$ cat config.mk
export PLATFORM = sky130hd
export DESIGN_NAME = lcg48_random_generator_unit
export DESIGN_NICKNAME = d
export VERILOG_FILES = /design/src/hdl/lcg48_pkg.sv /design/src/hdl/lcg48_random_generator_unit.sv /design/src/hdl/lcg48_step.sv /design/src/hdl/lcg48_div.sv
export SDC_FILE = /design/constraint.sdc
export NUM_CORES = 1
export LEC_CHECK = 0
export BUFFER_PORTS_ARGS = -buffer_cell sky130_fd_sc_hd__buf_2
export CORE_MARGIN = 4
export CORE_UTILIZATION = 62
export DETAILED_ROUTE_END_ITERATION = 6
export PLACE_DENSITY = 0.92
export SYNTH_ARGS = -nofsm -noshare
export SYNTH_HDL_FRONTEND = slang
export SYNTH_SLANG_ARGS = --single-unit
$ cat constraint.sdc
create_clock -name clk -period 14.01 [get_ports clk]
set_clock_uncertainty 0.05 [all_clocks]
set_input_delay 1.401 -clock clk [delete_from_list [all_inputs] [get_ports clk]]
set_output_delay 1.401 -clock clk [all_outputs]
set_load 0.05 [all_outputs]
$ cat src/hdl/lcg48_pkg.sv
package lcg48_pkg;

	localparam int STATE_W = 48;
	localparam int MUL_W   = 35;
	localparam int DRAW_W  = 31;

	localparam logic [MUL_W-1:0]   LCG_MUL = 35'h5DEECE66D;
	localparam logic [STATE_W-1:0] LCG_ADD = 48'hB;

	typedef enum logic [2:0] {
		OP_SEED   = 3'd0,
		OP_NEXT   = 3'd1,
		OP_BOUND  = 3'd2,
		OP_LONG   = 3'd3,
		OP_DOUBLE = 3'd4
	} op_t;

	// Handshake status reported by the serial arithmetic units.
	typedef struct packed {
		logic busy;
		logic done;
	} unit_status_t;

endpackage

$ cat src/hdl/lcg48_random_generator_unit.sv
// 48-bit linear congruential generator with the recurrence
// state <- (state * 0x5DEECE66D + 0xB) mod 2^48, one transaction in and one
// result transaction out per operation: seed, next bits, bounded int, long and
// double bits. The state is zero after reset. Every draw updates the state
// through a bit-serial multiplier that consumes one bit of the 35-bit
// multiplier constant per cycle. Seed and undefined operations need no draw,
// next bits take one draw, long and double bits take two. A bounded int with a
// power-of-two bound takes one draw, then shifts the draw right (up to 31 shifts).
// Other bounds follow each draw attempt with a bit-serial remainder unit that
// retires one dividend bit per cycle; rejected draws repeat draw and remainder. A
// non-positive bound returns zero without a draw. The block works on one
// transaction at a time; a finished result sits in the output register while
// the next input transaction is accepted.
module lcg48_random_generator_unit (
	input  logic               clk,
	input  logic               arst_n,
	input  logic               in_valid,
	output logic               in_ready,
	input  logic [2:0]         op,
	input  logic signed [63:0] seed_value,
	input  logic [5:0]         bit_count,
	input  logic signed [31:0] bound,
	output logic               out_valid,
	input  logic               out_ready,
	output logic signed [63:0] value
);
	import lcg48_pkg::*;

	typedef enum logic [2:0] {
		S_IDLE,
		S_START,
		S_WAIT,
		S_POST,
		S_PSHIFT,
		S_DIVWAIT,
		S_CHECK,
		S_OUT
	} fsm_t;

	fsm_t               state_q;
	logic [STATE_W-1:0] lcg_state_q;
	logic [2:0]         op_q;
	logic [5:0]         nb_q;
	logic [31:0]        bound_q;
	logic               phase_q;
	logic [31:0]        hi_q;
	logic [DRAW_W-1:0]  draw_q;
	logic [31:0]        shift_q;
	logic [63:0]        res_q;
	logic               out_valid_q;
	logic [63:0]        value_q;

	logic               in_fire;
	logic [5:0]         nb_clamped;
	logic [STATE_W-1:0] step_next;
	unit_status_t       step_st;
	unit_status_t       div_st;
	logic [DRAW_W-1:0]  div_rem;
	logic               div_start;
	logic [31:0]        top32;
	logic [DRAW_W-1:0]  top31;
	logic [5:0]         sh_amt;
	logic [31:0]        top_shifted;
	logic               bound_pow2;
	logic [31:0]        reject_chk;

	assign in_ready = (state_q == S_IDLE);
	assign in_fire  = in_valid && in_ready;

	// Out-of-range bit counts saturate into 1..32.
	always_comb begin
		if (bit_count == 6'd0) begin
			nb_clamped = 6'd1;
		end else if (bit_count > 6'd32) begin
			nb_clamped = 6'd32;
		end else begin
			nb_clamped = bit_count;
		end
	end

	assign top32       = lcg_state_q[STATE_W-1 -: 32];
	assign top31       = lcg_state_q[STATE_W-1 -: DRAW_W];
	assign sh_amt      = 6'd32 - nb_q;
	assign top_shifted = top32 >> sh_amt[4:0];
	assign bound_pow2  = ((bound_q & (bound_q - 32'd1)) == 32'd0);
	// A draw is rejected when draw - rem + (bound - 1) overflows 32-bit signed.
	assign reject_chk  = {1'b0, draw_q} - {1'b0, div_rem} + (bound_q - 32'd1);
	assign div_start   = (state_q == S_POST) && (op_q == OP_BOUND) && !bound_pow2;

	lcg48_step u_step (
		.clk        (clk),
		.arst_n     (arst_n),
		.start      (state_q == S_START),
		.cur_state  (lcg_state_q),
		.next_state (step_next),
		.status     (step_st)
	);

	lcg48_div u_div (
		.clk       (clk),
		.arst_n    (arst_n),
		.start     (div_start),
		.dividend  (top31),
		.divisor   (bound_q[DRAW_W-1:0]),
		.remainder (div_rem),
		.status    (div_st)
	);

	always_ff @(posedge clk or negedge arst_n) begin
		if (!arst_n) begin
			state_q     <= S_IDLE;
			lcg_state_q <= '0;
			phase_q     <= 1'b0;
			out_valid_q <= 1'b0;
		end else begin
			// In S_OUT a draining result is replaced by the new one below.
			if (out_valid_q && out_ready && (state_q != S_OUT)) begin
				out_valid_q <= 1'b0;
			end
			case (state_q)
				S_IDLE: begin
					if (in_fire) begin
						phase_q <= 1'b0;
						case (op)
							OP_SEED: begin
								lcg_state_q <= seed_value[STATE_W-1:0] ^ STATE_W'(LCG_MUL);
								state_q     <= S_OUT;
							end
							OP_NEXT, OP_LONG, OP_DOUBLE: begin
								state_q <= S_START;
							end
							OP_BOUND: begin
								// Zero or negative bounds give zero without a draw.
								if (bound[31] || bound == 32'sd0) begin
									state_q <= S_OUT;
								end else begin
									state_q <= S_START;
								end
							end
							default: begin
								state_q <= S_OUT;
							end
						endcase
					end
				end
				S_START: begin
					state_q <= S_WAIT;
				end
				S_WAIT: begin
					if (step_st.done) begin
						lcg_state_q <= step_next;
						state_q     <= S_POST;
					end
				end
				S_POST: begin
					case (op_q)
						OP_BOUND: begin
							state_q <= bound_pow2 ? S_PSHIFT : S_DIVWAIT;
						end
						OP_LONG, OP_DOUBLE: begin
							if (!phase_q) begin
								phase_q <= 1'b1;
								state_q <= S_START;
							end else begin
								state_q <= S_OUT;
							end
						end
						default: begin
							state_q <= S_OUT;
						end
					endcase
				end
				S_PSHIFT: begin
					if (shift_q[31]) begin
						state_q <= S_OUT;
					end
				end
				S_DIVWAIT: begin
					if (div_st.done) begin
						state_q <= S_CHECK;
					end
				end
				S_CHECK: begin
					state_q <= reject_chk[31] ? S_START : S_OUT;
				end
				S_OUT: begin
					if (!out_valid_q || out_ready) begin
						out_valid_q <= 1'b1;
						state_q     <= S_IDLE;
					end
				end
				default: begin
					state_q <= S_IDLE;
				end
			endcase
		end
	end

	// Datapath registers; these need no reset.
	always_ff @(posedge clk) begin
		case (state_q)
			S_IDLE: begin
				if (in_fire) begin
					op_q    <= op;
					nb_q    <= nb_clamped;
					bound_q <= bound;
					res_q   <= '0;
				end
			end
			S_POST: begin
				case (op_q)
					OP_NEXT: begin
						if (nb_q == 6'd32) begin
							res_q <= {{32{top32[31]}}, top32};
						end else begin
							res_q <= {32'd0, top_shifted};
						end
					end
					OP_BOUND: begin
						// (bound * draw) >> 31 for bound = 2^k is draw >> (31 - k).
						draw_q  <= top31;
						shift_q <= bound_q;
					end
					OP_LONG: begin
						if (!phase_q) begin
							hi_q <= top32;
						end else begin
							res_q <= {hi_q - {31'd0, top32[31]}, top32};
						end
					end
					OP_DOUBLE: begin
						if (!phase_q) begin
							hi_q <= {6'd0, lcg_state_q[STATE_W-1 -: 26]};
						end else begin
							res_q <= {11'd0, hi_q[25:0], lcg_state_q[STATE_W-1 -: 27]};
						end
					end
					default: begin
						res_q <= '0;
					end
				endcase
			end
			S_PSHIFT: begin
				if (shift_q[31]) begin
					res_q <= {33'd0, draw_q};
				end else begin
					shift_q <= {shift_q[30:0], 1'b0};
					draw_q  <= {1'b0, draw_q[DRAW_W-1:1]};
				end
			end
			S_CHECK: begin
				res_q <= {33'd0, div_rem};
			end
			S_OUT: begin
				if (!out_valid_q || out_ready) begin
					value_q <= res_q;
				end
			end
			default: begin
			end
		endcase
	end

	assign out_valid = out_valid_q;
	assign value     = value_q;

	// The serial units only run while a transaction is in flight.
	assert property (@(posedge clk) disable iff (!arst_n)
		in_ready |-> !step_st.busy && !div_st.busy)
		else $error("arithmetic unit busy while idle");

	// The two serial units never run at the same time.
	assert property (@(posedge clk) disable iff (!arst_n)
		!(step_st.busy && div_st.busy))
		else $error("multiplier and remainder unit overlap");

	// An accepted transaction always leaves the block not ready in the following cycle.
	assert property (@(posedge clk) disable iff (!arst_n)
		in_fire |=> !in_ready)
		else $error("input accepted twice in a row");

	// A result is only loaded when the output register is free or draining.
	assert property (@(posedge clk) disable iff (!arst_n)
		(state_q == S_OUT) && out_valid_q && !out_ready |=> out_valid_q && $stable(value_q))
		else $error("pending result overwritten");

endmodule

$ cat src/hdl/lcg48_step.sv
// Bit-serial state update: one multiplier constant bit per cycle, MSB first.
module lcg48_step (
	input  logic                               clk,
	input  logic                               arst_n,
	input  logic                               start,
	input  logic [lcg48_pkg::STATE_W-1:0]      cur_state,
	output logic [lcg48_pkg::STATE_W-1:0]      next_state,
	output lcg48_pkg::unit_status_t            status
);
	import lcg48_pkg::*;

	logic [STATE_W-1:0] acc_q;
	logic [STATE_W-1:0] x_q;
	logic [5:0]         cnt_q;
	logic               busy_q;
	logic               done_q;
	logic [STATE_W-1:0] addend;

	assign addend = LCG_MUL[cnt_q] ? x_q : '0;

	always_ff @(posedge clk or negedge arst_n) begin
		if (!arst_n) begin
			busy_q <= 1'b0;
			done_q <= 1'b0;
			cnt_q  <= '0;
		end else begin
			done_q <= 1'b0;
			if (start) begin
				busy_q <= 1'b1;
				cnt_q  <= 6'(MUL_W - 1);
			end else if (busy_q) begin
				if (cnt_q == '0) begin
					busy_q <= 1'b0;
					done_q <= 1'b1;
				end else begin
					cnt_q <= cnt_q - 6'd1;
				end
			end
		end
	end

	always_ff @(posedge clk) begin
		if (start) begin
			acc_q <= '0;
			x_q   <= cur_state;
		end else if (busy_q) begin
			acc_q <= {acc_q[STATE_W-2:0], 1'b0} + addend;
		end
	end

	assign next_state  = acc_q + LCG_ADD;
	assign status.busy = busy_q;
	assign status.done = done_q;

endmodule

$ cat src/hdl/lcg48_div.sv
// Restoring remainder unit, one dividend bit per cycle.
module lcg48_div (
	input  logic                              clk,
	input  logic                              arst_n,
	input  logic                              start,
	input  logic [lcg48_pkg::DRAW_W-1:0]      dividend,
	input  logic [lcg48_pkg::DRAW_W-1:0]      divisor,
	output logic [lcg48_pkg::DRAW_W-1:0]      remainder,
	output lcg48_pkg::unit_status_t           status
);
	import lcg48_pkg::*;

	logic [DRAW_W-1:0] n_q;
	logic [DRAW_W-1:0] d_q;
	logic [DRAW_W-1:0] rem_q;
	logic [4:0]        cnt_q;
	logic              busy_q;
	logic              done_q;
	logic [DRAW_W:0]   trial;
	logic [DRAW_W:0]   diff;

	assign trial = {rem_q, n_q[DRAW_W-1]};
	assign diff  = trial - {1'b0, d_q};

	always_ff @(posedge clk or negedge arst_n) begin
		if (!arst_n) begin
			busy_q <= 1'b0;
			done_q <= 1'b0;
			cnt_q  <= '0;
		end else begin
			done_q <= 1'b0;
			if (start) begin
				busy_q <= 1'b1;
				cnt_q  <= 5'(DRAW_W - 1);
			end else if (busy_q) begin
				if (cnt_q == '0) begin
					busy_q <= 1'b0;
					done_q <= 1'b1;
				end else begin
					cnt_q <= cnt_q - 5'd1;
				end
			end
		end
	end

	always_ff @(posedge clk) begin
		if (start) begin
			n_q   <= dividend;
			d_q   <= divisor;
			rem_q <= '0;
		end else if (busy_q) begin
			n_q <= {n_q[DRAW_W-2:0], 1'b0};
			// The partial remainder stays below the divisor, so it fits in DRAW_W bits.
			if (diff[DRAW_W]) begin
				rem_q <= trial[DRAW_W-1:0];
			end else begin
				rem_q <= diff[DRAW_W-1:0];
			end
		end
	end

	assign remainder   = rem_q;
	assign status.busy = busy_q;
	assign status.done = done_q;

endmodule
# Yosys cells after proc, flatten, opt, wreduce, memory -nomap -nowiden
# Memory sizes are Yosys's and may differ from the RTL's.
# Index checks and enable logic that the tools add are counted.
# totals
ff_bits	521
latch_bits	0
mem_bits_rw	0
rom_bits	64
out_inout_bits	66
mem_count	1
# mem_list
name	words	width	rd	rd_clocked_by_memory_dff	write_ports	line_no	source
(no name shown)	64	1	1	0	0	lcg48_step.sv:19	assign addend = LCG_MUL[cnt_q] ? x_q : '0;
# classes
n_addsub	10
mul	0
div	0
n_lt_le_gt_ge	2
n_eq_ne	33
shifts	1
mux	62
bitwise	2
n_reduce_logical	37
# op_table
operator	n
64-bit case mux with 4 select lines	2
64-bit 2-to-1 mux	5
48-bit 2-to-1 mux	4
31-bit 2-to-1 mux	5
32-bit 2-to-1 mux	4
32-bit case mux with 2 select lines	2
48-bit case mux with 2 select lines	1
32-bit logical NOT	2
31-bit case mux with 2 select lines	1
48-bit by 4-bit adder with 48-bit output, second input constant	1
48-bit adder	1
32-bit adder	1
32-bit AND	1
32-bit by 5-bit >> shifter with 32-bit output	1
31-bit by 31-bit subtractor with 32-bit output	1
32-bit by 1-bit subtractor with 32-bit output	1
32-bit by 1-bit subtractor with 32-bit output, second input constant	1
32-bit by 31-bit subtractor with 32-bit output	1
3-bit 2-to-1 mux	8
6-bit 2-to-1 mux	4
3-bit case mux with 8 select lines	1
23-bit inverter	1
1-bit 2-to-1 mux	19
3-bit by 2-bit equality test with 1-bit output, second input constant	6
29 further kinds	73

# Depth between registers and ports, before layout
# logic_depth
depth_word	7
mapped_depth	22

# Modules after synthesis
# A second synthesis with hierarchy kept.
# hier_totals
hier_cells	3041
hier_area_um2	30963.4
# modules_own_cells
module	instances	cells_each	area_each_um2	seq_area_each_um2
lcg48_random_generator_unit	1	1649	17815.8	9253.9
lcg48_step	1	829	7274.5	2602.5
lcg48_div	1	563	5873.1	2657.5

# Least setup slack after synthesis
# No wires, ideal clock.
# synth_path
path_kind	reg2reg
start	reg state_q[2]
end	reg res_q[0], enable pin
setup_time_ns	1.315
arrival_ns	10.528
required_ns	12.645
setup_slack_ns	2.117
stages_incl_launch_ff	8
path_buffers	3
synth_period_minus_slack_ns	11.893
cell_sequence	dfrtp_1 > clkbuf_1 > nand2b_1 > clkbuf_1 > or2_2 > clkbuf_1 > o21ai_0 > nor3_1
# synth_via
elab_chain_cells	4
# synth_rtl
item	line_no	source
start: declaration	lcg48_random_generator_unit.sv:40	fsm_t state_q;
start signal: assignment	lcg48_random_generator_unit.sv:158	state_q <= bound_pow2 ? S_PSHIFT : S_DIVWAIT;
start signal: assignment	lcg48_random_generator_unit.sv:184	state_q <= reject_chk[31] ? S_START : S_OUT;
3-bit logical NOT	lcg48_random_generator_unit.sv:67, lcg48_random_generator_unit.sv:201	
1-bit logical AND	lcg48_random_generator_unit.sv:68	assign in_fire = in_valid && in_ready;
2-bit by 1-bit inequality test with 1-bit output (no source line)	--	
6-bit AND reduction (no source line) *	--	
end signal: assignment	lcg48_random_generator_unit.sv:214	res_q <= {{32{top32[31]}}, top32};
end signal: assignment	lcg48_random_generator_unit.sv:216	res_q <= {32'd0, top_shifted};
end signal: assignment	lcg48_random_generator_unit.sv:228	res_q <= {hi_q - {31'd0, top32[31]}, top32};
end: declaration	lcg48_random_generator_unit.sv:49	logic [63:0] res_q;
# Mark *: on every way between the ends. The rest lies on a longest branch, timed or not.
# A chain may end at the register's enable or synchronous reset.

# Worst setup path in the final report
# layout_path
start	reg bound_q[8]
end	reg state_q[1]
# layout_via
elab_chain_cells	4
# layout_rtl
item	line_no	source
start: declaration	lcg48_random_generator_unit.sv:44	logic [31:0] bound_q;
start signal: assignment	lcg48_random_generator_unit.sv:206	bound_q <= bound;
32-bit by 1-bit subtractor with 32-bit output	lcg48_random_generator_unit.sv:87	assign reject_chk = {1'b0, draw_q} - {1'b0, div_rem} + (bound_q - 32'd1);
32-bit adder	lcg48_random_generator_unit.sv:87	
3-bit 2-to-1 mux	lcg48_random_generator_unit.sv:184	
3-bit case mux with 8 select lines	lcg48_random_generator_unit.sv:120	case (state_q)
# Every way passes these cells.

==> results.ini <==
[run_status]
status=finished with violations
failed_checks=design-rule violations

[logic_synthesis]
yosys.area.top_type=edfxtp_1
ys_dominant_reg_cell=edfxtp_1
synth_top_area_share_pct=36.81
async_flop_share_pct=13.05
yosys_warnings=0
syn_avg_cell_area_um2=9.990
synthesis.nets=3343
ys_types=76
seq_area_frac_synth_pct=47.57
synthesis.area_mm2=0.03051
synthCells=3054
ys_top_cells_by_area=edfxtp_1 (37%), ha_1 (6.1%), dfrtp_1 (5.6%), nand2_1 (5.4%), dfxtp_1 (5.2%)
synth_edf_count=374
synth-seq-cells=521

[final_layout]
fin_area_mm2=0.03353
fillers=3433
fin_nets=3403
drive_gt1_share_pct=11.66
fin_cells=3822
syn_to_final_growth_pct=9.899

[placement]
placed_cell_area_mm2=0.03174
gp_congestion=0.9764
port_buffers=158
dp_slack_ps=8582
placedCellCount=3723
dpl.hpwl_um=54900

[routing]
wl_met3_um=9025
wl_per_cell_um=21.09
drc=67
via_count=24340
ant_nets=0
firstDrtPassIters=7
wl_met2_um=36730
top_layer_used=met4
routed_wirelength_um=80610
met1_length_um=30390
avgViaCountPerCell=6.368
first_iter_violations=3241

[global_route]
grt_pass1_wl_um=126300
grt_max_degree=97
grt.overflow.total=0
grt_pass1_vias=23090
grt_usage_pct=29.81
antenna_found_initial=1

[hold_path]
min-delay-start=res_q[38]$_DFFE_PP_
hold_path.class=flip-flop to flip-flop

[worst_setup_path]
start_kind=flip-flop
r2r_setup_slack_ps=8450
crit_chain=or4_1 -> nor4_1 -> nor4b_1 -> nand2_1 -> or2_2 -> ha_1 -> fa_1 -> inv_1 -> ha_1 -> a21o_1 -> a21o_1 -> a21oi_1 -> o211ai_1 -> a31o_2 -> xnor2_1 -> o22a_1 -> o221ai_1
critPathLaunch=bound_q[8]$_DFFE_PP_
path_class=flip-flop to flip-flop
max_stage_delay_ps=840
cpMaxStageDelayCell=nor4b_1
critPathMaxFanout=6
r2r_start=bound_q[8]$_DFFE_PP_
cp-end-kind=flip-flop
worstPathRequired_ps=14410
arrival_ps=5960

[die]
die_area_mm2=0.05282
io_pins=175
initial_utilization_pct=62.59
fp.dieW_um=229.8
rows=81
die_y_um=229.8
core_area_mm2=0.04875

[sta]
setup-tns-final_ps=0
min_period_ps=5563
setup_violations=0
fin_ws_ps=8447
slew_headroom_pct=31.32
final_max_slew_viol_count=0
hold_viol_final=0
fmax_ghz=0.1798
finalCritPeriodShare_pct=39.71
rsz0062_at_grt=false
worstMarginPinSlew_ps=1030

[clocking]
root_buffer=clkbuf_16
cts_made_buffers=53
cts_tree=yes
ctsResizeCount=0
clkSlewWorstSetupHoldPaths_ps=60
cts_max_path_buffers=3
post-cts-setup-buffers=0
insertion_delay_ps=620
clock_sinks=521
ctsHoldBuffers=0
htree_levels=2

[power_and_ir_drop]
max-vdd-ir-drop_uv=161.6
p_leak_uw=0.01384
powerDensity_mw_per_mm2=249.0

[job]
cap_violations=0

path summary, 6_finish.rpt:
kind,end,cells after the start
worst max-delay path,state_q[1]$_DFFE_PN0P_,17
min in group asynchronous,lcg_state_q[15]$_DFFE_PN0P_,2
worst min-delay path,value[38]$_DFFE_PP_,0
worst min register to register,value[38]$_DFFE_PP_,0
worst max register to register,state_q[1]$_DFFE_PN0P_,17
max in group asynchronous,u_step.busy_q$_DFF_PN0_,2
layout make-up:
cell class | count | area, µm² | share of cell area, %
clock inverters | 35 | 399.1 | 1.190
clock buffers | 63 | 1385 | 4.131
multi-input cells | 2190 | 14750 | 44.00
diodes | 1 | 2.502 | 0.007463
flip-flops and latches | 521 | 14520 | 43.29
inverters | 153 | 574.3 | 1.713
well taps | 664 | 830.8 | 2.478
repair buffers | 195 | 1069 | 3.187
sequential cells by signal, indices dropped and copies added (netlist names):
name / flops
bound_q: 32
draw_q: 31
hi_q: 32
lcg_state_q: 48
nb_q: 6
op_q: 3
out_valid: 1
phase_q: 1
res_q: 64
shift_q: 32
state_q: 3
u_div.busy_q: 1
u_div.cnt_q: 5
u_div.d_q: 31
u_div.done_q: 1
u_div.n_q: 31
u_div.remainder: 31
u_step.acc_q: 48
u_step.busy_q: 1
u_step.cnt_q: 6
u_step.done_q: 1
u_step.x_q: 48
value: 64
layout by cell type (no fill, tap or decap), types with 42 or more instances in the layout:
cell type  instances
buf_2            158
nand3_1           42
xnor2_1           78
edfxtp_1         374
dfxtp_1           79
o21ai_0          183
dfrtp_1           66
inv_1            151
mux2i_1          106
a21o_1            55
and2_1            57
clkbuf_16         54
xor2_1            68
ha_1             148
nor2_1           202
a21oi_1          195
nand2_1          436
power breakdown:
group / internal [µW] / switching (µW) / total (µW)
logic: 1550 / 2460 / 4010
clock network: 841 / 615 / 1460
registers: 2340 / 544 / 2880
layer usage:
| layer | vias up | track usage (%) |
|---|---|---|
| li1 | 11160 | - |
| met1 | 11350 | 39.26 |
| met2 | 1518 | 47.31 |
| met3 | 318 | 6.777 |
| met4 | 0 | 14.01 |
| met5 | - | 0 |
metrics by stage:
| step | power [µW] | util, % | hold slack (ps) |
|---|---|---|---|
| floorplan | 5760 | - | 350.3 |
| global placement | 6600 | 65.12 | 350.8 |
| detailed placement | 6754 | 65.12 | 354.5 |
| CTS | 8261 | 68.78 | 368.6 |
| global route | 8861 | 68.78 | 369.7 |
| finish | 8349 | 68.78 | 367.5 |
synthesized netlist by cell type, types with 13 or more instances:
cell type	instances
nand3b_1	35
nand2b_1	28
nor2b_1	27
nand4_1	21
o211ai_1	13
buf_1	17
clkbuf_1	167
a211oi_1	20
a22oi_1	15
edfxtp_1	374
nand3_1	42
inv_1	152
a21o_1	55
mux2i_1	106
and2_1	57
nor2_1	205
a21oi_1	196
mux4_2	14
mux2_2	35
a222oi_1	22
a31oi_1	17
and3_1	26
nor3_1	44
fa_1	32
xor2_1	70
a221oi_1	27
xnor2_1	78
dfrtp_1	68
nand2_1	438
dfxtp_1	79
o221ai_1	17
ha_1	148
nor4_1	37
o21ai_0	185
o22ai_1	28
or3_1	25
critical path, delay by kind of cell (launching register included):
family / cells / cell delay [ps]
compound gates: 7 / 1220
xor+xnor: 1 / 160
fa+ha+maj: 3 / 1160
buf+inv: 1 / 60
flops: 1 / 490
simple gates: 5 / 2270
cell families (layout without fill, tap and decap cells):
logic type / Yosys count / in the layout / synth area share (%)
AO/OA/AOI/OAI: 679 / 679 / 14.06
XOR/XNOR: 148 / 148 / 4.249
adder cells (fa/ha/maj): 180 / 180 / 8.169
buffers and inverters: 343 / 446 / 4.314
flip-flops: 521 / 521 / 47.57
multiplexers: 155 / 155 / 5.803
other: 0 / 1 / 0
AND/OR/NAND/NOR: 1028 / 1028 / 15.84
Power figures use the tool's default switching activity.
